$ cat src/rtl/iyht_pkg.sv
// Shared types and constants for the IMU yaw heading tracker.
// Holds the register map, the configuration struct and the transaction payload structs.
// No dependencies.
package iyht_pkg;

   localparam int unsigned CSR_ADDR_W = 4;
   localparam int unsigned CSR_DATA_W = 32;

   typedef enum logic [1:0] {
      REG_STALE_LIMIT = 2'd0,
      REG_MAX_STEP    = 2'd1,
      REG_YAW_NEGATE  = 2'd2
   } reg_index_type;

   localparam logic [15:0] STALE_LIMIT_RESET = 16'd100;
   localparam logic [15:0] MAX_STEP_RESET    = 16'd2048;
   localparam logic        YAW_NEGATE_RESET  = 1'b0;
   localparam logic [15:0] COUNT_MAX         = 16'hFFFF;

   typedef struct packed {
      logic [15:0] stale_limit_ms;
      logic [15:0] max_step;
      logic        yaw_negate;
   } cfg_type;

   typedef struct packed {
      logic               func;
      logic signed [15:0] yaw_raw;
      logic [31:0]        frame_count;
      logic [31:0]        sample_time;
      logic [31:0]        now_time;
      logic signed [15:0] encoder_heading;
   } req_type;

   typedef struct packed {
      logic               accepted;
      logic signed [15:0] heading;
      logic               tracking;
      logic               fresh;
      logic               step_dropped;
      logic [15:0]        rejected_total;
      logic [15:0]        recovery_total;
   } rsp_type;

endpackage

$ cat src/rtl/iyht_csr.sv
// Configuration registers of the IMU yaw heading tracker, behind an APB-style port.
// Depends on iyht_pkg.
module iyht_csr (
   input  logic                               clock,
   input  logic                               reset,
   input  logic                               psel,
   input  logic                               penable,
   input  logic                               pwrite,
   input  logic [iyht_pkg::CSR_ADDR_W-1:0]    paddr,
   input  logic [iyht_pkg::CSR_DATA_W-1:0]    pwdata,
   output logic [iyht_pkg::CSR_DATA_W-1:0]    prdata,
   output logic                               pready,
   output iyht_pkg::cfg_type                  cfg
);
   import iyht_pkg::*;

   cfg_type       cfg_ff;
   cfg_type       cfg_in;
   reg_index_type index;
   logic          write_en;

   assign pready   = 1'b1;
   assign index    = reg_index_type'(paddr[3:2]);
   assign write_en = psel && penable && pwrite && pready;
   assign cfg      = cfg_ff;

   always_comb begin
      cfg_in = cfg_ff;
      if (write_en) begin
         unique case (index)
            REG_STALE_LIMIT: cfg_in.stale_limit_ms = pwdata[15:0];
            REG_MAX_STEP:    cfg_in.max_step       = pwdata[15:0];
            REG_YAW_NEGATE:  cfg_in.yaw_negate     = pwdata[0];
            default:         cfg_in = cfg_ff;
         endcase
      end
   end

   always_comb begin
      unique case (index)
         REG_STALE_LIMIT: prdata = {16'd0, cfg_ff.stale_limit_ms};
         REG_MAX_STEP:    prdata = {16'd0, cfg_ff.max_step};
         REG_YAW_NEGATE:  prdata = {31'd0, cfg_ff.yaw_negate};
         default:         prdata = '0;
      endcase
   end

   always_ff @(posedge clock) begin
      if (reset) begin
         cfg_ff.stale_limit_ms <= STALE_LIMIT_RESET;
         cfg_ff.max_step       <= MAX_STEP_RESET;
         cfg_ff.yaw_negate     <= YAW_NEGATE_RESET;
      end else begin
         cfg_ff <= cfg_in;
      end
   end

endmodule

$ cat src/rtl/iyht_core.sv
// Tracking state and single-pass update logic of the IMU yaw heading tracker.
// Depends on iyht_pkg; the state advances once per transaction taken from the input register.
module iyht_core (
   input  logic               clock,
   input  logic               reset,
   input  logic               fire,
   input  iyht_pkg::cfg_type  cfg,
   input  iyht_pkg::req_type  req,
   output iyht_pkg::rsp_type  rsp
);
   import iyht_pkg::*;

   logic        track_valid_ff, track_valid_in;
   logic [15:0] ref_yaw_ff, ref_yaw_in;
   logic [15:0] prev_yaw_ff, prev_yaw_in;
   logic [31:0] prev_frames_ff, prev_frames_in;
   logic [31:0] prev_sample_time_ff, prev_sample_time_in;
   logic [15:0] ref_heading_ff, ref_heading_in;
   logic [15:0] cur_heading_ff, cur_heading_in;
   logic [15:0] reject_count_ff, reject_count_in;
   logic [15:0] recover_count_ff, recover_count_in;

   logic [31:0] age_sample;
   logic [31:0] age_prev;
   logic        sample_stale;
   logic        gap;
   logic        good;
   logic        new_frame;
   logic        latch;
   logic        update;
   logic [15:0] step;
   logic [16:0] step_mag;
   logic        too_far;
   logic        reject;
   logic [15:0] offset;
   logic [15:0] offset_signed;

   assign age_sample    = req.now_time - req.sample_time;
   assign age_prev      = req.now_time - prev_sample_time_ff;
   assign sample_stale  = age_sample > {16'd0, cfg.stale_limit_ms};
   assign gap           = age_prev > {16'd0, cfg.stale_limit_ms};
   assign good          = (req.frame_count != 32'd0) && !sample_stale;
   assign new_frame     = req.frame_count != prev_frames_ff;
   assign latch         = good && (req.func || (!track_valid_ff && new_frame));
   assign update        = good && !req.func && track_valid_ff && new_frame;
   assign step          = req.yaw_raw - prev_yaw_ff;
   assign step_mag      = step[15] ? (17'd0 - {1'b1, step}) : {1'b0, step};
   assign too_far       = step_mag > {1'b0, cfg.max_step};
   assign reject        = update && !gap && too_far;
   assign offset        = req.yaw_raw - ref_yaw_ff;
   assign offset_signed = cfg.yaw_negate ? (16'd0 - offset) : offset;

   always_comb begin
      track_valid_in      = track_valid_ff;
      ref_yaw_in          = ref_yaw_ff;
      prev_yaw_in         = prev_yaw_ff;
      prev_frames_in      = prev_frames_ff;
      prev_sample_time_in = prev_sample_time_ff;
      ref_heading_in      = ref_heading_ff;
      cur_heading_in      = cur_heading_ff;
      reject_count_in     = reject_count_ff;
      recover_count_in    = recover_count_ff;
      if (latch) begin
         track_valid_in      = 1'b1;
         ref_yaw_in          = req.yaw_raw;
         prev_yaw_in         = req.yaw_raw;
         prev_frames_in      = req.frame_count;
         prev_sample_time_in = req.sample_time;
         ref_heading_in      = req.encoder_heading;
         cur_heading_in      = req.encoder_heading;
         reject_count_in     = '0;
         recover_count_in    = '0;
      end else if (update) begin
         prev_yaw_in         = req.yaw_raw;
         prev_frames_in      = req.frame_count;
         prev_sample_time_in = req.sample_time;
         if (reject) begin
            if (reject_count_ff != COUNT_MAX) begin
               reject_count_in = reject_count_ff + 16'd1;
            end
         end else begin
            cur_heading_in = ref_heading_ff + offset_signed;
            if (gap && (recover_count_ff != COUNT_MAX)) begin
               recover_count_in = recover_count_ff + 16'd1;
            end
         end
      end
   end

   always_comb begin
      rsp.accepted       = latch || update;
      rsp.heading        = cur_heading_in;
      rsp.tracking       = track_valid_in;
      rsp.fresh          = track_valid_in && ((latch || update) ? !sample_stale : !gap);
      rsp.step_dropped   = reject;
      rsp.rejected_total = reject_count_in;
      rsp.recovery_total = recover_count_in;
   end

   always_ff @(posedge clock) begin
      if (reset) begin
         track_valid_ff      <= 1'b0;
         ref_yaw_ff          <= '0;
         prev_yaw_ff         <= '0;
         prev_frames_ff      <= '0;
         prev_sample_time_ff <= '0;
         ref_heading_ff      <= '0;
         cur_heading_ff      <= '0;
         reject_count_ff     <= '0;
         recover_count_ff    <= '0;
      end else if (fire) begin
         track_valid_ff      <= track_valid_in;
         ref_yaw_ff          <= ref_yaw_in;
         prev_yaw_ff         <= prev_yaw_in;
         prev_frames_ff      <= prev_frames_in;
         prev_sample_time_ff <= prev_sample_time_in;
         ref_heading_ff      <= ref_heading_in;
         cur_heading_ff      <= cur_heading_in;
         reject_count_ff     <= reject_count_in;
         recover_count_ff    <= recover_count_in;
      end
   end

   a_accept_tracks: assert property (@(posedge clock) disable iff (reset)
      fire && rsp.accepted |=> track_valid_ff)
      else $error("Accepted transaction did not leave a valid track.");

   a_drop_counted: assert property (@(posedge clock) disable iff (reset)
      fire && rsp.step_dropped |=> reject_count_ff != 16'd0)
      else $error("Rejected step was not counted.");

   a_drop_holds_heading: assert property (@(posedge clock) disable iff (reset)
      fire && rsp.step_dropped |=> $stable(cur_heading_ff))
      else $error("Rejected step changed the heading.");

   a_idle_holds: assert property (@(posedge clock) disable iff (reset)
      !fire |=> $stable(cur_heading_ff) && $stable(prev_frames_ff)
                && $stable(track_valid_ff))
      else $error("Tracking state changed without a transaction.");

   a_fresh_needs_track: assert property (@(posedge clock) disable iff (reset)
      fire && rsp.fresh |=> track_valid_ff)
      else $error("Fresh result reported without a track.");

endmodule

$ cat src/rtl/imu_yaw_heading_tracker_unit.sv
// Top level of the IMU yaw heading tracker: input register, result register and handshakes.
// Depends on iyht_pkg, iyht_csr and iyht_core.
//
//   Channel   Direction  Handshake             Contents
//   req_*     in         req_valid/req_ready   one IMU yaw frame per transaction
//   rsp_*     out        rsp_valid/rsp_ready   one tracking result per transaction
//   csr       in/out     psel/penable/pready   stale limit, step limit, yaw sign
//
// One transaction per cycle is sustained while rsp_ready stays high; a frame passes through
// the input register and then the result register before its result turns valid.
// The single-pass update of the tracking state from the input register sets that rate.
// When rsp_ready is low while a result is valid, the result register holds, the input
// register holds its frame, and req_ready stays high only while the input register is empty.
// Reset clears the handshake state, the tracking state and the configuration registers to their defaults.
module imu_yaw_heading_tracker_unit (
   input  logic                            clock,
   input  logic                            reset,
   input  logic                            req_valid,
   output logic                            req_ready,
   input  logic                            req_func,
   input  logic signed [15:0]              req_yaw_raw,
   input  logic [31:0]                     req_frame_count,
   input  logic [31:0]                     req_sample_time,
   input  logic [31:0]                     req_now_time,
   input  logic signed [15:0]              req_encoder_heading,
   output logic                            rsp_valid,
   input  logic                            rsp_ready,
   output logic                            rsp_accepted,
   output logic signed [15:0]              rsp_heading,
   output logic                            rsp_tracking,
   output logic                            rsp_fresh,
   output logic                            rsp_step_dropped,
   output logic [15:0]                     rsp_rejected_total,
   output logic [15:0]                     rsp_recovery_total,
   input  logic                            psel,
   input  logic                            penable,
   input  logic                            pwrite,
   input  logic [iyht_pkg::CSR_ADDR_W-1:0] paddr,
   input  logic [iyht_pkg::CSR_DATA_W-1:0] pwdata,
   output logic [iyht_pkg::CSR_DATA_W-1:0] prdata,
   output logic                            pready
);
   import iyht_pkg::*;

   cfg_type cfg;
   req_type req_ff;
   logic    req_valid_ff;
   rsp_type rsp_ff;
   rsp_type core_rsp;
   logic    rsp_valid_ff;
   logic    advance;
   logic    fire;

   assign advance   = !rsp_valid_ff || rsp_ready;
   assign fire      = req_valid_ff && advance;
   assign req_ready = !req_valid_ff || advance;

   iyht_csr u_csr (
      .clock   (clock),
      .reset   (reset),
      .psel    (psel),
      .penable (penable),
      .pwrite  (pwrite),
      .paddr   (paddr),
      .pwdata  (pwdata),
      .prdata  (prdata),
      .pready  (pready),
      .cfg     (cfg)
   );

   iyht_core u_core (
      .clock (clock),
      .reset (reset),
      .fire  (fire),
      .cfg   (cfg),
      .req   (req_ff),
      .rsp   (core_rsp)
   );

   always_ff @(posedge clock) begin
      if (reset) begin
         req_valid_ff <= 1'b0;
      end else if (req_ready) begin
         req_valid_ff <= req_valid;
      end
   end

   always_ff @(posedge clock) begin
      if (req_ready && req_valid) begin
         req_ff.func            <= req_func;
         req_ff.yaw_raw         <= req_yaw_raw;
         req_ff.frame_count     <= req_frame_count;
         req_ff.sample_time     <= req_sample_time;
         req_ff.now_time        <= req_now_time;
         req_ff.encoder_heading <= req_encoder_heading;
      end
   end

   always_ff @(posedge clock) begin
      if (reset) begin
         rsp_valid_ff <= 1'b0;
      end else if (advance) begin
         rsp_valid_ff <= req_valid_ff;
      end
   end

   always_ff @(posedge clock) begin
      if (fire) begin
         rsp_ff <= core_rsp;
      end
   end

   assign rsp_valid          = rsp_valid_ff;
   assign rsp_accepted       = rsp_ff.accepted;
   assign rsp_heading        = rsp_ff.heading;
   assign rsp_tracking       = rsp_ff.tracking;
   assign rsp_fresh          = rsp_ff.fresh;
   assign rsp_step_dropped   = rsp_ff.step_dropped;
   assign rsp_rejected_total = rsp_ff.rejected_total;
   assign rsp_recovery_total = rsp_ff.recovery_total;

endmodule

$ cat config.mk
export PLATFORM = sky130hd
export DESIGN_NAME = imu_yaw_heading_tracker_unit
export DESIGN_NICKNAME = d
export VERILOG_FILES = /design/src/rtl/iyht_pkg.sv /design/src/rtl/iyht_csr.sv /design/src/rtl/iyht_core.sv /design/src/rtl/imu_yaw_heading_tracker_unit.sv
export SDC_FILE = /design/constraint.sdc
export NUM_CORES = 1
export LEC_CHECK = 0
export ABC_AREA = 1
export BUFFER_PORTS_ARGS = -buffer_cell sky130_fd_sc_hd__buf_4
export CELL_PAD_IN_SITES_DETAIL_PLACEMENT = 0
export CELL_PAD_IN_SITES_GLOBAL_PLACEMENT = 1
export CORE_MARGIN = 2
export CORE_UTILIZATION = 40
export CTS_CLUSTER_DIAMETER = 80
export CTS_CLUSTER_SIZE = 12
export DETAILED_ROUTE_END_ITERATION = 8
export PLACE_DENSITY = 0.84
export SLEW_MARGIN = 20
export SYNTH_ARGS = -nofsm -noshare
export SYNTH_HDL_FRONTEND = slang
export SYNTH_SLANG_ARGS = --single-unit
$ cat constraint.sdc
create_clock -name clock -period 4.3 [get_ports clock]
set_input_delay 0.215 -clock clock [delete_from_list [all_inputs] [get_ports clock]]
set_output_delay 0.215 -clock clock [all_outputs]
set_load 0.02 [all_outputs]
==> results_dict.tcl <==
set metrics [dict create \
    critPathMaxFanout 8 \
    path_class "reg -> reg" \
    rows 89 \
    ys_ff_latch 377 \
    drt-vias-per-instance 4.985 \
    area_delta_synth_final_pct 31.75 \
    antenna_found_initial 2 \
    setup_tns_ps -26240 \
    drc_errors 0 \
    period_needed_ps 4771 \
    slew_headroom_pct 25.81 \
    utilization_pct 53.54 \
    drt_iter0_drc 1755 \
    hold_viol 0 \
    crit_slowest_cell "edfxtp_1" \
    synth_edf_count 181 \
    drv_cap 0 \
    start_kind "register" \
    ys_types 55 \
    final_layout_size_suffix_gt1_share_pct 18.53 \
    cts_root_buf "clkbuf_16" \
    worst_pin_slew_ps 1109 \
    async_flop_share_pct 0 \
    routabilityCongestion 0.9370 \
    post-dp-hpwl_mm 54.99 \
    syn_area_um2 24080 \
    grt_max_degree 152 \
    status "finished, violations left" \
    start_util_pct 40.64 \
    design_area_um2 31720 \
    final_critical_path_setup_slack_ps -470.8 \
    rsz0062_at_grt "true" \
    critPathCaptureType "register" \
    die_x_um 249.3 \
    cts.sinks 377 \
    cts_buffers 39 \
    p_leak_uw 0.01460 \
    fill_cells 5580 \
    die_h_um 249.3 \
    violations "negative setup slack" \
    wirelength_mm 74.27 \
    grt_pass1_wl_mm 117.5 \
    wl_per_cell_um 16.01 \
    cts_buffer_depth 3 \
    clock_latency_ps 570 \
    crit_arrival_ps 5080 \
    vias 23120 \
    dpl-instance-area_um2 28230 \
    min_period_over_period_pct 110.9 \
    grt_pass1_vias 21950 \
    cp.required_ps 4610 \
    max_stage_delay_ps 430 \
    antenna_left 0 \
    skew_ps 23.97 \
    yosysSeqAreaShare_pct 38.87 \
    core_area_um2 59240 \
    dieArea_um2 62170 \
    setup_viol 75 \
    overflow 0 \
    path_clk_slew_ps 70 \
    drv_slew 0 \
    first_pass_iters 6 \
    hold_class "in -> reg" \
    post-place-ws_ps -545.3 \
    p_per_area_nw_per_um2 295.5 \
    synth.avg_cell_area_um2 7.412 \
    max_freq_mhz 209.6 \
    yosysWarnings 0 \
    ys.flop_type "dfxtp_1" \
    final_nets 4172 \
    htreeDepth 2 \
    boundaryPins 259 \
    grt.total_usage_pct 23.46 \
    cts_tree "done" \
    peakVddDrop_v 0.0003120 \
    port_buffers 223 \
    netlist_instances 3248 \
]
sequential cells by signal, summed over array words and instances (netlist names), 16 cells and up:
| name | count |
|---|---|
| rsp_rejected_total | 16 |
| u_core.reject_count_ff | 16 |
| u_core.ref_yaw_ff | 16 |
| u_core.prev_sample_time_ff | 32 |
| u_core.prev_yaw_ff | 16 |
| u_core.prev_frames_ff | 32 |
| req_ff | 129 |
| rsp_heading | 16 |
| u_core.recover_count_ff | 16 |
| u_core.cur_heading_ff | 16 |
| u_core.ref_heading_ff | 16 |
| rsp_recovery_total | 16 |
| u_csr.cfg | 33 |
synthesized netlist by cell type, types with 3 or more instances:
cell type | number | area [µm²]
or2_2 | 7 | 43.79
and2_1 | 4 | 25.02
nand2_2 | 13 | 81.33
inv_1 | 511 | 1918
nand3_2 | 3 | 30.03
nand4_1 | 68 | 425.4
o22ai_1 | 15 | 93.84
nor4_1 | 16 | 100.1
nand3b_1 | 18 | 135.1
o211ai_1 | 23 | 172.7
inv_2 | 9 | 33.78
a31oi_1 | 3 | 18.77
buf_1 | 3 | 11.26
clkbuf_1 | 46 | 172.7
a211oi_1 | 13 | 97.59
nand2_1 | 720 | 2703
xor2_1 | 70 | 613.1
edfxtp_1 | 181 | 5435
o21ai_0 | 197 | 986.0
dfxtp_1 | 196 | 3924
a21o_1 | 10 | 75.07
nand3_1 | 220 | 1101
nor2_1 | 264 | 991.0
buf_6 | 7 | 78.83
a21oi_1 | 240 | 1201
nor3_1 | 72 | 360.4
ha_1 | 159 | 1989
buf_2 | 17 | 85.08
buf_4 | 23 | 172.7
o21ai_1 | 17 | 85.08
xnor2_1 | 48 | 420.4
nor2_2 | 12 | 75.07
o21bai_1 | 10 | 75.07
fa_1 | 5 | 100.1
critical path: cells and delay by family, from the launching register on:
family | cells | cell delay, ps
buffers and inverters | 3 | 270
xor gates and xnor gates | 1 | 140
adders and majority gates | 2 | 620
AOI/OAI and AO/OA | 7 | 1090
DFF | 1 | 430
and+or+nand+nor | 18 | 1920
cell families (layout without fill, tap and decap cells):
family                   Yosys count  in the layout  share of synthesized area (%)
XOR/XNOR                         118            118                          4.293
adder cells (fa/ha/maj)          164            164                          8.679
flip-flops                       377            377                          38.87
AO/OA/AOI/OAI                    540            540                          12.08
other                              2             18                        0.03119
buffers and inverters            620           1218                          10.37
AND/OR/NAND/NOR                 1427           1430                          25.67
path summary, 6_finish.rpt:
path                                                start  cells after the start  slack (ps)                   endpoint
worst max-delay path                          req_ff[114]                     31        -470      rsp_rejected_total[8]
worst min-delay path                             paddr[3]                      4          80               u_csr.cfg[0]
worst max register to register                req_ff[114]                     31        -470      rsp_rejected_total[8]
worst min register to register  u_core.ref_heading_ff[14]                      2         460  u_core.ref_heading_ff[14]
cell usage in the layout (no fill, tap or decap), drive strengths merged:
cell         instances
a31oi                3
fa                   5
edfxtp             181
inv                523
o211ai              23
o21bai              10
a221oi               1
nand4               69
a21oi              242
or4                  1
nand3              223
o21a                 2
nand2              733
o311ai               1
a21boi               1
nor3b                2
o22ai               15
o31ai                2
dfxtp              196
ha                 159
nand3b              18
nor4                16
xor2                70
or2                  7
and2                 4
a211oi              14
dlygate4sd3        148
nor3                74
clkbuf              63
conb                17
o2111ai              1
diode                1
xnor2               48
o21ai              215
a21o                10
clkinvlp             1
clkinv               4
buf                479
nor2               282
or3                  1
metrics by stage:
stage | hold WS (ps) | instances | total power [µW]
3_5_place_dp | 394.3 | 4393 | 6000
6_report | 79.18 | 4638 | 9371
3_3_place_gp | 393.2 | 4393 | 5985
2_1_floorplan | 313.9 | 3263 | 5248
4_1_cts | 66.04 | 4636 | 9371
5_1_grt | 93.60 | 4638 | 9860
per-layer routing:
layer | vias to the layer above | global-route usage [%] | part of all wire, %
met4 | 2 | 7.263 | 3.0
met1 | 10520 | 32.70 | 47
li1 | 11840 | - | -
met2 | 642 | 37.15 | 44
met5 | - | 0 | 0.018
met3 | 126 | 3.856 | 6.1
where the power goes:
part	internal [µW]	switching, µW	leakage (µW)	total [µW]
clock	1720	1470	0.000538	3190
sequential	3920	106	0.00335	4020
combinational	948	1210	0.0107	2160
area by class of cell:
type	instances	area [µm²]	share of cell area (%)
multi-input cells	2269	12990	40.94
diodes	1	2.502	0.007889
clock buffers	63	1076	3.392
flip-flops and latches	377	9359	29.51
repair buffers	627	5310	16.74
clock inverters	6	46.29	0.1460
well taps	773	967.2	3.049
inverters	522	1972	6.217
what timing repair did:
item                                    CTS  global route
buffers inserted                         21             2
hold endpoints to repair                164             0
endpoints found under the setup margin  169           211
gates cloned                              5             0
gates resized for setup                  63            91
hold buffers                            148             0
pin swaps                                35            23
Note: power is estimated with default switching activity, not from simulation.
